**config.mk**
```make
export PLATFORM = sky130hd
export DESIGN_NAME = bounded_integer_text_parser
export DESIGN_NICKNAME = d
export VERILOG_FILES = /design/src/hdl/bitp_pkg.sv /design/src/hdl/bounded_integer_text_parser.sv
export SDC_FILE = /design/constraint.sdc
export NUM_CORES = 1
export LEC_CHECK = 0
export BUFFER_PORTS_ARGS = -buffer_cell sky130_fd_sc_hd__buf_2
export CORE_MARGIN = 10
export CORE_UTILIZATION = 55
export DETAILED_ROUTE_END_ITERATION = 10
export PLACE_DENSITY = 0.73
export SYNTH_ARGS = -nofsm -noshare
export SYNTH_HDL_FRONTEND = slang
export SYNTH_SLANG_ARGS = --single-unit
```
**constraint.sdc**
```tcl
create_clock -name clock -period 37.6 [get_ports clock]
set_clock_uncertainty 0.05 [all_clocks]
set_input_delay 3.76 -clock clock [delete_from_list [all_inputs] [get_ports clock]]
set_output_delay 3.76 -clock clock [all_outputs]
set_load 0.02 [all_outputs]
```
**src/hdl/bitp_pkg.sv**
```systemverilog
// Shared types, codes and the character decode for the bounded integer text parser.
package bitp_pkg;

   // Configuration register indexes.
   localparam logic [1:0] CSR_RADIX_MODE  = 2'd0;
   localparam logic [1:0] CSR_SIGNED_MODE = 2'd1;
   localparam logic [1:0] CSR_UPPER_LIMIT = 2'd2;
   localparam logic [1:0] CSR_LOWER_LIMIT = 2'd3;

   // Radix codes; the unused code behaves as decimal.
   localparam logic [1:0] RADIX_DEC    = 2'd0;
   localparam logic [1:0] RADIX_HEX    = 2'd1;
   localparam logic [1:0] RADIX_OCT    = 2'd2;
   localparam logic [1:0] RADIX_UNUSED = 2'd3;

   // Characters of interest.
   localparam logic [7:0] CHAR_MINUS   = 8'h2D;
   localparam logic [7:0] CHAR_PLUS    = 8'h2B;
   localparam logic [7:0] CHAR_ZERO    = 8'h30;
   localparam logic [7:0] CHAR_NINE    = 8'h39;
   localparam logic [7:0] CHAR_LOWER_A = 8'h61;
   localparam logic [7:0] CHAR_LOWER_F = 8'h66;
   localparam logic [7:0] CHAR_UPPER_A = 8'h41;
   localparam logic [7:0] CHAR_UPPER_F = 8'h46;

   localparam logic [63:0] INT64_MAX_VALUE = 64'h7FFF_FFFF_FFFF_FFFF;
   localparam logic [15:0] CONSUMED_MAX    = 16'hFFFF;

   // Parse phase, one-hot.
   typedef enum logic [2:0] {
      PH_START   = 3'b001,
      PH_DIGITS  = 3'b010,
      PH_STOPPED = 3'b100
   } phase_type;

   // Decoded digit: ok is low for a character that is not a digit of the radix.
   typedef struct packed {
      logic       ok;
      logic [3:0] val;
   } digit_type;

   // Decode one character as a digit of the selected radix.
   function automatic digit_type digit_decode(logic [7:0] c, logic [1:0] radix);
      digit_type  d;
      logic [7:0] diff;
      logic       is_num;
      logic       is_lower;
      logic       is_upper;
      is_num   = (c >= CHAR_ZERO) && (c <= CHAR_NINE);
      is_lower = (c >= CHAR_LOWER_A) && (c <= CHAR_LOWER_F);
      is_upper = (c >= CHAR_UPPER_A) && (c <= CHAR_UPPER_F);
      if (is_num) begin
         diff = c - CHAR_ZERO;
      end else if (is_lower) begin
         diff = c - CHAR_LOWER_A + 8'd10;
      end else begin
         diff = c - CHAR_UPPER_A + 8'd10;
      end
      d.val = diff[3:0];
      unique case (radix)
         RADIX_HEX: d.ok = is_num || is_lower || is_upper;
         RADIX_OCT: d.ok = is_num && (d.val < 4'd8);
         default:   d.ok = is_num;
      endcase
      return d;
   endfunction

endpackage

```
**src/hdl/bounded_integer_text_parser.sv**
```systemverilog
// Bounded integer text parser: one character per transaction, one result per string.
//
// The req channel carries one character of a string per transaction, with
// req_last marking the final character. Digits of the configured radix are
// accumulated, after an optional sign in signed mode, until a non-digit, the
// end of the string, or a digit that would break the configured limits.
// The rsp channel carries one transaction per string, on its last character:
// the value (two's complement in signed mode) and the count of characters
// consumed, saturating.
// A character is first registered in the input register, and the result of a
// last character is then registered in the result register behind rsp_valid.
// Throughput: one character per cycle except while a stalled result holds a last
// character; each digit step is a shift-add and one 69-bit compare to the limit.
// Reset clears the parse state and the pipeline and loads the default
// configuration. When the receiver stalls, the result register holds; a further
// last character waits in the input register and req_ready falls. The csr port
// writes one register per cycle; the user must use it while idle (not enforced).
module bounded_integer_text_parser
   import bitp_pkg::*;
#(
   parameter longint unsigned COUNT_MAX = 65535
) (
   input  logic        clock,
   input  logic        reset,
   input  logic        req_valid,
   output logic        req_ready,
   input  logic [7:0]  req_ch,
   input  logic        req_last,
   output logic        rsp_valid,
   input  logic        rsp_ready,
   output logic [63:0] rsp_value,
   output logic [15:0] rsp_consumed,
   input  logic        csr_we,
   input  logic [1:0]  csr_index,
   input  logic [63:0] csr_wdata
);

   localparam int CW = $clog2(COUNT_MAX + 64'd1);
   localparam logic [CW-1:0] COUNT_LIMIT = CW'(COUNT_MAX);

   // Configuration registers.
   logic [1:0]  radix_ff;
   logic        signed_ff;
   logic [63:0] upper_ff;
   logic [63:0] lower_ff;

   always_ff @(posedge clock) begin
      if (reset) begin
         radix_ff  <= RADIX_DEC;
         signed_ff <= 1'b1;
         upper_ff  <= INT64_MAX_VALUE;
         lower_ff  <= 64'h8000_0000_0000_0000;
      end else if (csr_we) begin
         unique case (csr_index)
            CSR_RADIX_MODE:  radix_ff  <= csr_wdata[1:0];
            CSR_SIGNED_MODE: signed_ff <= csr_wdata[0];
            CSR_UPPER_LIMIT: upper_ff  <= csr_wdata;
            CSR_LOWER_LIMIT: lower_ff  <= csr_wdata;
            default:         radix_ff  <= radix_ff;
         endcase
      end
   end

   // Input register.
   logic       in_valid_ff;
   logic [7:0] in_ch_ff;
   logic       in_last_ff;
   logic       out_free;
   logic       proc_go;

   // A last character needs room in the result register; others always advance.
   assign out_free  = !rsp_valid || rsp_ready;
   assign proc_go   = in_valid_ff && (!in_last_ff || out_free);
   assign req_ready = !in_valid_ff || proc_go;

   always_ff @(posedge clock) begin
      if (reset) begin
         in_valid_ff <= 1'b0;
      end else if (req_ready) begin
         in_valid_ff <= req_valid;
      end
   end

   always_ff @(posedge clock) begin
      if (req_valid && req_ready) begin
         in_ch_ff   <= req_ch;
         in_last_ff <= req_last;
      end
   end

   // Parse state.
   logic [63:0]   acc_ff,   acc_in;
   logic [CW-1:0] cnt_ff,   cnt_in;
   phase_type     phase_ff, phase_in;
   logic          neg_ff,   neg_in;

   digit_type     dig;
   logic [63:0]   lim;
   logic [68:0]   prod;
   logic [68:0]   next_acc;
   logic          sign_taken;
   logic          in_digits;
   logic [CW-1:0] cnt_inc;
   logic [63:0]   value_out;
   logic [15:0]   consumed_out;

   assign dig = digit_decode(in_ch_ff, radix_ff);

   // Magnitude limit for the current sign and mode.
   always_comb begin
      if (!signed_ff) begin
         lim = upper_ff;
      end else if (neg_ff) begin
         lim = lower_ff[63] ? (64'd0 - lower_ff) : 64'd0;
      end else begin
         lim = (upper_ff > INT64_MAX_VALUE) ? INT64_MAX_VALUE : upper_ff;
      end
   end

   // Accumulator times radix by shifts, then the digit added in full width.
   always_comb begin
      unique case (radix_ff)
         RADIX_HEX: prod = {5'd0, acc_ff} << 4;
         RADIX_OCT: prod = {5'd0, acc_ff} << 3;
         default:   prod = ({5'd0, acc_ff} << 3) + ({5'd0, acc_ff} << 1);
      endcase
   end

   assign next_acc = prod + {65'd0, dig.val};
   assign cnt_inc  = (cnt_ff < COUNT_LIMIT) ? cnt_ff + CW'(1) : cnt_ff;

   assign sign_taken = (phase_ff == PH_START) && signed_ff &&
                       ((in_ch_ff == CHAR_MINUS) || (in_ch_ff == CHAR_PLUS));
   assign in_digits  = ((phase_ff == PH_START) && !sign_taken) || (phase_ff == PH_DIGITS);

   // One character step, then the result and a fresh start on the last character.
   always_comb begin
      acc_in   = acc_ff;
      cnt_in   = cnt_ff;
      phase_in = phase_ff;
      neg_in   = neg_ff;
      if (sign_taken) begin
         phase_in = PH_DIGITS;
         neg_in   = (in_ch_ff == CHAR_MINUS);
         cnt_in   = cnt_inc;
      end else if (in_digits) begin
         if (!dig.ok || (next_acc > {5'd0, lim})) begin
            phase_in = PH_STOPPED;
         end else begin
            phase_in = PH_DIGITS;
            acc_in   = next_acc[63:0];
            cnt_in   = cnt_inc;
         end
      end
      value_out    = neg_in ? (64'd0 - acc_in) : acc_in;
      consumed_out = (64'(cnt_in) > 64'(CONSUMED_MAX)) ? CONSUMED_MAX : 16'(cnt_in);
      if (in_last_ff) begin
         acc_in   = 64'd0;
         cnt_in   = '0;
         phase_in = PH_START;
         neg_in   = 1'b0;
      end
   end

   always_ff @(posedge clock) begin
      if (reset) begin
         acc_ff   <= 64'd0;
         cnt_ff   <= '0;
         phase_ff <= PH_START;
         neg_ff   <= 1'b0;
      end else if (proc_go) begin
         acc_ff   <= acc_in;
         cnt_ff   <= cnt_in;
         phase_ff <= phase_in;
         neg_ff   <= neg_in;
      end
   end

   // Result register.
   logic        rsp_valid_ff;
   logic [63:0] rsp_value_ff;
   logic [15:0] rsp_consumed_ff;

   always_ff @(posedge clock) begin
      if (reset) begin
         rsp_valid_ff <= 1'b0;
      end else if (proc_go && in_last_ff) begin
         rsp_valid_ff <= 1'b1;
      end else if (rsp_ready) begin
         rsp_valid_ff <= 1'b0;
      end
   end

   always_ff @(posedge clock) begin
      if (proc_go && in_last_ff) begin
         rsp_value_ff    <= value_out;
         rsp_consumed_ff <= consumed_out;
      end
   end

   assign rsp_valid    = rsp_valid_ff;
   assign rsp_value    = rsp_value_ff;
   assign rsp_consumed = rsp_consumed_ff;

`ifndef SYNTHESIS
   // The state starts over after the last character of a string.
   a_restart: assert property (@(posedge clock) disable iff (reset)
      (proc_go && in_last_ff) |=>
         (acc_ff == 64'd0) && (cnt_ff == '0) && (phase_ff == PH_START) && !neg_ff)
      else $error("parse state not cleared after the last character");

   // The character count never passes its saturation value.
   a_count_bound: assert property (@(posedge clock) disable iff (reset)
      cnt_ff <= COUNT_LIMIT)
      else $error("character count above its maximum");

   // A stopped parse leaves the accumulator alone until the string ends.
   a_stopped_hold: assert property (@(posedge clock) disable iff (reset)
      ((phase_ff == PH_STOPPED) && !(proc_go && in_last_ff)) |=> (acc_ff == $past(acc_ff)))
      else $error("accumulator changed after the parse stopped");

   // A last character is never processed while a result is stalled.
   a_no_overwrite: assert property (@(posedge clock) disable iff (reset)
      (rsp_valid && !rsp_ready) |-> !(proc_go && in_last_ff))
      else $error("result overwritten while stalled");
`endif

endmodule
```
[Word level (Yosys, flattened, before mapping)]
Index checks and enable logic that the tools add are counted.
Storage, ports and cells
  register bits after elaboration: 306
  output and inout bits: 82
Cells by class
  add/sub/neg operators: 10
  order comparisons: 10
  equality and inequality tests: 9
  mux-type cells: 26
  reduce and logical (&&, ||, !) cells: 31
Operator list (count)
  2-to-1 mux 64 bit: 9
  case mux 68 bit (2 select lines): 1
  subtractor 1 x 64 -> 64 bit, first input constant: 2
  2-to-1 mux 16 bit: 5
  adder 69 x 4 -> 69 bit: 1
  > comparator 69 x 64 -> 1 bit: 1
  adder 67 x 65 -> 68 bit: 1
  > comparator 64 x 63 -> 1 bit, second input constant: 1
  adder 16 x 1 -> 16 bit, second input constant: 1
  equality test 8 x 6 -> 1 bit, second input constant: 2
  >= comparator 8 x 7 -> 1 bit, second input constant: 2
  <= comparator 8 x 7 -> 1 bit, second input constant: 2
  < comparator 16 bit, second input constant: 1
  2-to-1 mux 3 bit: 4
  subtractor 4 x 1 -> 4 bit, second input constant: 3
  logical AND 1 bit: 10
  AND reduction 2 bit: 5
  adder 4 bit, second input constant: 2
  >= comparator 8 x 6 -> 1 bit, second input constant: 1
  <= comparator 8 x 6 -> 1 bit, second input constant: 1
  logical OR 1 bit: 8
  2-to-1 mux 4 bit: 2
  equality test 2 bit, second input constant: 3
  zero test 1 bit: 5
  9 further kinds: 13

[Depth between registers and ports, before layout]
Gate-level depths: netlist of run 1.
  word-level depth: 14
  gate-level depth with buffers: 60
  gate-level depth less buffers: 48

[Least setup slack after synthesis of run 1]
OpenSTA, ideal clock, no wires.
  kind: flip-flop to flip-flop
  start: register radix_ff[0]
  end: register rsp_value_ff[56], in the netlist rsp_value[56], data pin
  arrival time: 11897 ps
  required time: 37290 ps
  setup slack: 25393 ps
  stages on the path, launching flop included: 55
  buffers on the path: 16
  period minus slack after synthesis: 12207 ps
  cell sequence: dfxtp_1 inv_1 ha_1 clkbuf_1 buf_4 buf_4 buf_4 buf_4 buf_6 buf_2 buf_2 buf_1 clkbuf_1 buf_1 clkbuf_1 o21ai_0 ha_1 a21oi_1 [... 19 more ...] a21oi_1 a211oi_1 o211ai_2 nor2_8 buf_8 buf_4 mux2i_1 ha_1 nand3_1 or3_1 or4_1 nor3_1 and4_1 nand3b_4 or4_4 mux2_4 o31ai_2 xnor2_1
On the way
  word-level cells in the longest chain between the ends: 10
  elaborated cells on any way between the ends: 13
  those cells by class: add/sub: 2; order compare: 1; eq/ne: 2; mux: 6; reduce/logical: 2
Ends and longest elaborated chain
  start, declared: line bounded_integer_text_parser.sv:42  | logic [1:0] radix_ff;
  start signal, assigned: line bounded_integer_text_parser.sv:55  | CSR_RADIX_MODE: radix_ff <= csr_wdata[1:0];
  start signal, assigned: line bounded_integer_text_parser.sv:59  | default: radix_ff <= radix_ff;
  equality test 2 bit or equality test 2 x 1 -> 1 bit (tied branches): line bitp_pkg.sv:60, bounded_integer_text_parser.sv:122
  case mux 68 bit (2 select lines): line bounded_integer_text_parser.sv:122  | unique case (radix_ff)
  adder 69 x 4 -> 69 bit: line bounded_integer_text_parser.sv:129  | assign next_acc = prod + {65'd0, dig.val};
  > comparator 69 x 64 -> 1 bit: line bounded_integer_text_parser.sv:147  | if (!dig.ok || (next_acc > {5'd0, lim})) begin
  logical OR 1 bit: line bounded_integer_text_parser.sv:147
  2-to-1 mux 64 bit *: line bounded_integer_text_parser.sv:147
  2-to-1 mux 64 bit *: line bounded_integer_text_parser.sv:146  | end else if (in_digits) begin
  2-to-1 mux 64 bit *: line bounded_integer_text_parser.sv:142  | if (sign_taken) begin
  subtractor 1 x 64 -> 64 bit: line bounded_integer_text_parser.sv:155  | value_out = neg_in ? (64'd0 - acc_in) : acc_in;
  2-to-1 mux 64 bit *: line bounded_integer_text_parser.sv:155
  via value_out[56]: line bounded_integer_text_parser.sv:104  | logic [63:0] value_out;
  end signal, assigned: line bounded_integer_text_parser.sv:196  | rsp_value_ff <= value_out;
  end, declared: line bounded_integer_text_parser.sv:181  | logic [63:0] rsp_value_ff;
The timed path passes the listed nets; every way through them passes the cells marked *.
A chain may end at the register's enable or synchronous reset.

[Worst setup path in the final report of run 1]
  start: register in_ch_ff[1]
  end: register rsp_value_ff[56], in the netlist rsp_value[56], data pin
On the way
  word-level cells in the longest chain between the ends: 14
  elaborated cells on any way between the ends: 38
  those cells by class: add/sub: 7; order compare: 8; eq/ne: 2; mux: 8; reduce/logical: 13
Ends and longest elaborated chain
  start, declared: line bounded_integer_text_parser.sv:66  | logic [7:0] in_ch_ff;
  start signal, assigned: line bounded_integer_text_parser.sv:86  | in_ch_ff <= req_ch;
  parallel branches: the longest is 13 deep, another holds adder 69 x 4 -> 69 bit
  2-to-1 mux 64 bit *: line bounded_integer_text_parser.sv:155
  via value_out[56]: line bounded_integer_text_parser.sv:104
Mark *: on every way through the listed nets, which the timed path passes.

==> run summary, run 1 <==
The master of the slowest instance on the critical path is nor4_1. In this run, synthesis produced a sequential element count of 306. The height of the die is 238 um.

The count of final hold-check violations came out at 0. The total core area came out at 46900 um2. The largest stage delay on the critical path came out at 680 ps. The top-level I/O count came out at 162. The total of max-cap violations is 0. From synthesis to final layout, the design area changed by 8.06%. In the post-synthesis netlist, the biggest area contributors are dfxtp_1, edfxtp_1, nand2_1. The global router's overall resource usage came out at 0.327. The capture point of the worst reg-to-reg path is rsp_value[56]. The path class of the tightest hold or removal check is flop to flop. The clock transition time at the flip-flop clock pins of the worst setup and hold paths is 60 ps.

The post-route clock period utilization came out at 0.330. The flop-to-flop setup slack is 25200 ps. Setup repair after global routing left no endpoint under its margin. The number of buffers on the longest clock path came out at 3.

The final RePlAce weighted congestion came out at 1.01. The biggest area consumer among synthesized cells is dfxtp_1. The top fanout value on the critical path came out at 42. Along the worst hold path, the cell count comes to 2.

For the worst flop-to-flop path, the logic depth is 48. The tightest hold margin is 423 ps. The number of buffers added to fix hold violations after cts is 0. The utilization after layout is 0.604.

The worst hold path terminates at lower_ff[51]. The ratio of cells with drive above 1 in the final layout came out at 0.106. The flow ran to the end, and the final reports show no timing, DRC or antenna violations. STA puts the critical path data required time at 37860 ps. Of the total synthesized cell area, the portion taken by full adders, half adders and majority gates is 0.0670. The post-detailed-route via-to-cell ratio is 6.88. The worst-case headroom to the max-slew limit is 0.203. The power per standard cell area came out at 30.0 nW/um2. The number of H-tree levels came out at 2. The number of enable flip-flop cells after synthesis came out at 89.

The number of nets still failing antenna checks after routing is 0. The share of Yosys cell area claimed by the top area cell type came out at 0.166. The total overflow left after global routing is 0.

The initial core utilization came out at 0.559. In this run the tool buffered the top-level ports with 161 buffer cells. The share of the synthesized area in compound gates (AO/OA/AOI/OAI) came to 0.246. The count of vias placed by the detailed router came out at 27700. For this run, the leading register cell type out of synthesis is dfxtp_1.

The arrival time at the worst endpoint came out at 12660 ps. After synthesis, the largest family of logic cells by area is simple AND/OR/NAND/NOR gates. Among all cell types in the netlist, the one instantiated most often is nand2_1. The post-synthesis net count came out at 3595. Adding up every negative setup slack in the final design gives 0 ps. In the routed design, unresolved DRC markers number 0. The simple-gate share of the synthesized area is 0.269. The global-route wire length before repair came out at 149 mm. The die covers 56800 um2. The final layout net count is 3604. The post-route minimum period came out at 12400 ps. The startpoint identified for the worst register-to-register timing path is in_ch_ff[1]. The clock net in this run drives a total of 306 sinks. After synthesis, the share of cell area in mux cells is 0.0421. The critical path is of the flop to flop type.

The repair_antennas step left the layout with diodes totalling 0. The largest net degree at the start of global routing came out at 114. The startpoint identified for the worst hold timing path is lower_ff[51]. The later pin in the worst-skew pair is clocked with a latency of 570 ps. Post-CTS repair changed the size of 0 cells. The mean instance size in the synthesized netlist is 7.76 um2.

Buffers added to address setup during post-CTS repair amount to 0. The total setup violations reported at the end of the flow came out at 0. The share of the synthesized netlist area taken by xor and xnor gates is 0.0665. The cell with the most instances on the worst path is nor2_1. The initialized floorplan defines 79 standard-cell rows. After detailed routing, no signal wire sits above met4. The post-synthesis sequential area ratio is 0.268. The floorplan die width is 238 um. The met2 routed wirelength is 42.1 mm.

The number of antenna violations at the first check in global routing came out at 0. The clock tree root driver cell is clkbuf_16. The warning count from the yosys run is 0. The kind of end point of the critical path is a flop.

The number of max-slew violations in the final report came to 0. The final routed wire length divided by cell count is 24.1 um. The launching element type of the critical path is a flop. The commonest cells after synthesis are nand2_1, nor2_1, a21oi_1, dfxtp_1, o21ai_0. The final HPWL from detailed placement is 72.4 mm. The gate count of the mapped netlist came out at 3376. For this run, the top clock speed supported by timing is 80.6 MHz. The first TritonRoute pass finished after 8 iterations. The fraction of registers with async set or reset after synthesis came out at 0. The post-synthesis cell area is 26200 um2.

TritonCTS built the clock tree. The final layout contains routed wiring with a total length of 97.0 mm. The transition time at the pin with the least slew margin came out at 1180 ps.

The number of violations reported at the end of detailed-routing iteration 0 is 3353. The static power due to leakage is 0.0111 uW. The count of different cell masters after synthesis is 104. After detailed routing, the wire length on met1 is 40.1 mm. The worst-case IR drop observed on VDD is 38.6 uV.

The via count of the first global-routing pass was 25800. The number of clock buffers inserted by TritonCTS came out at 36. The routed length on met3 came out at 10.2 mm.
-- stage by stage --
| step | cells | setup WS (ps) | area [um2] | power (uW) |
|---|---|---|---|---|
| floorplan | 3376 | 25390 | 26200 | 446 |
| global placement | 3954 | 25980 | 27100 | 483 |
| detailed placement | 3954 | 25530 | 27100 | 486 |
| CTS | 4020 | 25420 | 28300 | 849 |
| global route | 4020 | 24300 | 28300 | 876 |
| finish | 4020 | 25200 | 28300 | 850 |
-- state kept, by name, summed over array words and instances, names as in the netlist --
signal,cells
acc_ff,64
radix_ff,2
rsp_value,64
in_last_ff,1
rsp_valid,1
in_ch_ff,8
lower_ff,64
cnt_ff,16
phase_ff,3
upper_ff,64
neg_ff,1
rsp_consumed,16
signed_ff,1
in_valid_ff,1
-- worst max path at each step --
stage,from,endpoint,slack [ps],cells after the start
after CTS,in_ch_ff[1],rsp_value[56],25420,48
after detailed placement,in_ch_ff[1],rsp_value[56],25530,48
after global routing,in_ch_ff[1],rsp_value[56],24300,48
final,in_ch_ff[1],rsp_value[56],25200,48
after floorplan,radix_ff[0],rsp_value[56],25390,54
after global placement,acc_ff[13],rsp_value[56],25980,38
-- area by class of cell --
| cell class | instances | area [um2] |
|---|---|---|
| clock buffers | 46 | 1040 |
| clock inverters | 20 | 200 |
| fillers | 4215 | 18500 |
| inverters | 39 | 146 |
| multi-input cells | 2814 | 18100 |
| flip-flops and latches | 306 | 7020 |
| well taps | 607 | 759 |
| repair buffers | 188 | 1010 |
-- logic make-up after synthesis --
| kind of cell | after synthesis |
|---|---|
| AO/OA/AOI/OAI | 958 |
| XOR/XNOR | 199 |
| adder cells (fa/ha/maj) | 139 |
| buffers and inverters | 256 |
| flip-flops | 306 |
| multiplexers | 105 |
| AND/OR/NAND/NOR | 1413 |
-- worst max-delay path: cells and delay by family, from the launching register on --
kind | cells | cell delay (ps)
DFF | 1 | 430
muxes | 3 | 920
AOI/OAI and AO/OA | 13 | 2310
xor gates and xnor gates | 2 | 740
buffers and inverters | 2 | 170
adders and majority gates | 5 | 1490
and+or+nand+nor | 23 | 5970
-- per-layer routing --
layer	vias up	track usage
li1	12600	-
met1	13100	0.441
met2	1637	0.505
met3	258	0.0549
met4	0	0.143
met5	-	0
-- report_power, final --
part           switching (uW)  internal (uW)  leakage, uW
combinational            83.4           44.0      0.00789
clock                     154            213     0.000611
sequential               8.75            347      0.00262
total                     246            604       0.0111
-- layout by cell type (no fill, tap or decap), drive strengths merged, types with 51 or more instances in the layout --
cell type and instances:
nand2 489, a21o 92, xor2 77, ha 137, nor2 276, buf 188
nand3 71, nor3 102, nand4 99, or3 58, xnor2 122, a22oi 51
dfxtp 217, edfxtp 89, a21oi 246, mux2i 67, o21ai 205, nand3b 78
Power figures use the tool's default switching activity.
==> run 2, diff against run 1 <==
- clock period: 37.6 -> 12 ns (I/O delays scaled with it)
==> run 2 against run 1 <==
Net effect:
- sequential share of layout area fell by 0.13 points
- cell area rose by 0.56%
- first-iteration DRC count rose by 9.5%
- combinational power rose to 3.2 times the previous value
- critical endpoint unchanged
==> run summary, run 2 (same netlist as run 1, synthesis figures left out) <==
The net switching component of the power is 771 uW (was 246 uW). The maximum resistive drop on vdd is 126 uV (was 38.6 uV). The initial core utilization came out at 0.559 (unchanged). The die area came out at 56800 um2 (unchanged).

The number of max-slew violations in the final report came out at 0 (unchanged). The number of violations reported at the end of detailed-routing iteration 0 is 3670 (was 3353). The startpoint of the lowest-slack register-to-register path is acc_ff[6] (was in_ch_ff[1]). The non-filler instance count after layout is 4027 (was 4020). The clock tree root driver cell is clkbuf_16 (unchanged). The worst-case headroom to the max-slew limit is 0.172 (was 0.203). The clock transition time at the flip-flop clock pins of the worst setup and hold paths is 70 ps (was 60 ps). The number of nets still failing antenna checks after routing is 0 (unchanged).

The count of standard-cell rows came to 79 (unchanged). The residual DRC count is 0 (unchanged). The clock group share of total power came out at 0.437 (was 0.432).

The count of final hold-check violations came to 0 (unchanged). Status: completed (unchanged). The floorplan die width came out at 238 um (unchanged).

The top-level I/O count is 162 (unchanged). The final HPWL from detailed placement is 71.7 mm (was 72.4 mm). The category of the critical setup timing path is flop to flop (unchanged). The hold path startpoint is lower_ff[3] (was lower_ff[51]). The global-route wire length before repair came out at 147 mm (was 149 mm). The final RePlAce weighted congestion is 1.02 (was 1.01). The top fanout value on the critical path was 11 (was 42).

The post-route minimum period is 11330 ps (was 12400 ps). The largest stage delay on the critical path came out at 630 ps (was 680 ps). The height of the die is 238 um (unchanged).

The kind of end point of the critical path is a flop (unchanged). The master of the slowest instance on the critical path was dfxtp_1 (was nor4_1). The part of the power in registers came out at 0.414 (was 0.419).

The synthesis-to-layout area growth is 8.66% (was 8.06%). The highest clock frequency the design can meet was 88.2 MHz (was 80.6 MHz). The total setup violations reported at the end of the flow is 0 (unchanged). Commonest cells after routing, fill and taps aside: nand2_1, nor2_1, a21oi_1 (unchanged).

The post-detailed-routing wire length is 95.6 mm (was 97.0 mm). The final layout net count is 3612 (was 3604). The register cell area after layout was 7020 um2 (about the same).

The number of buffers added to fix hold violations after cts came out at 0 (unchanged). The final non-filler cell area is 28500 um2 (was 28300 um2). The global router's overall resource usage is 0.322 (was 0.327). The internal cell power is 1930 uW (was 604 uW). The port buffer count is 161 (unchanged).

The post-detailed-route via-to-cell ratio came to 6.90 (was 6.88). The area used by multi-input combinational logic is 18200 um2 (was 18100 um2). The number of iterations in the first detailed-routing pass was 6 (was 8). The combinational group share of total power came out at 0.149 (was 0.150).

The number of H-tree levels came out at 2 (unchanged). The filler cell count in the final layout came out at 4194 (was 4215). The startpoint of the worst setup timing path is acc_ff[6] (was in_ch_ff[1]).

The clock latency reported for the late side of the worst-skew pair is 550 ps (was 570 ps). The clock sink total is 306 (unchanged). The count of placed standard cells including taps came to 3959 (was 3954). The total core area came out at 46900 um2 (unchanged). The largest net degree at the start of global routing is 138 (was 114). The power per standard cell area came out at 94.7 nW/um2 (was 30.0 nW/um2).

The launching element type of the critical path is a flop (unchanged). The transition time at the pin with the least slew margin is 1230 ps (was 1180 ps). The arrival time at the worst endpoint came out at 11560 ps (was 12660 ps). The number of clock buffers inserted by TritonCTS came out at 36 (unchanged).

The static power due to leakage is 0.0112 uW (was 0.0111 uW). The number of antenna violations at the first check in global routing is 1 (was 0). The worst path required time came out at 12230 ps (was 37860 ps). The number of buffers on the longest clock path is 3 (unchanged).

The final routed wire length divided by cell count came out at 23.7 um (was 24.1 um). The total of max-cap violations is 0 (unchanged). The post-detailed-placement cell area came out at 27100 um2 (about the same).

The switching share of power is 0.286 (was 0.290). The via count of the first global-routing pass is 25800 (about the same). The instance count along the most critical hold path is 2 (unchanged). The class of the tightest hold or removal check is flop to flop (unchanged).

The count of vias placed by the detailed router came to 27800 (was 27700). The post-route clock period utilization came to 0.944 (was 0.330). The number of cell instances on the worst register-to-register path came out at 38 (was 48). The ratio of cells with drive above 1 in the final layout was 0.111 (was 0.106). The TritonCTS clock tree was built (unchanged). The tightest hold margin came out at 431 ps (was 423 ps). The most common library cell in the layout ignoring fill and taps is nand2_1 (unchanged). The final global-route overflow total came to 0 (unchanged). The number of diodes is 0 (unchanged).
==> run 2: cell types whose count changed in the layout (fill, tap and decap cells not counted), moves of 2 or more <==
cell and change:
clkbuf_16 -2, xnor2_2 +2, nor4_1 -2, buf_4 +7, inv_6 +2, nor4_4 +2
bufinv_16 +3, a2111oi_2 +2, clkinv_1 -3, xnor2_1 -2
==> run 2: cell type report <==
cell class                      instances  share of cell area
Multi-Input combinational cell       2814               0.640
Tap cell                              607              0.0267
Timing Repair Buffer                  196              0.0382
Inverter                               39             0.00514
Sequential cell                       306               0.247
Clock buffer                           44              0.0345
Clock inverter                         21             0.00932
==> run 2: critical path, delay by kind of cell (launching register included) <==
kind | cells | cell delay [ps]
AO/OA/AOI/OAI | 16 | 4280
XOR/XNOR | 2 | 370
adder cells (fa/ha/maj) | 3 | 1040
flip-flops | 1 | 630
multiplexers | 2 | 670
AND/OR/NAND/NOR | 15 | 4000
==> run 2: worst paths after layout <==
path,endpoint,slack [ps]
hold reg to reg,lower_ff[3],430
hold / removal,lower_ff[3],430
setup / recovery,rsp_value[56],670
setup reg to reg,rsp_value[56],670
==> run 2: stage by stage <==
step,power (uW),setup slack [ps],util,TNS (ps)
floorplan,1400,74.4,-,0
global placement,1510,891,0.579,0
detailed placement,1520,432,0.579,0
CTS,2680,323,0.605,0
global route,2770,-1.50,0.608,-1.50
finish,2700,666,0.608,0
==> run 2: what timing repair did <==
action / CTS / global route
setup buffers: 0 / 3
resized for setup: 0 / 17
endpoints found under the hold margin: 0 / 0
setup endpoints to repair: 0 / 20
==> run 2: per-layer routing <==
layer,up-vias,routed length [um],GRT usage
met2,1725,41900,0.497
met1,13100,38500,0.434
met3,298,10300,0.0488
met4,0,4930,0.151
met5,-,0,0
li1,12700,-,-
==> run 2: power by group through the flow <==
stage          sequential, uW  combinational (uW)  clock [uW]
2_1_floorplan            1130                 264           0
3_3_place_gp             1140                 374           0
3_5_place_dp             1140                 385           0
4_1_cts                  1120                 388        1180
5_1_grt                  1120                 432        1220
6_report                 1120                 401        1180
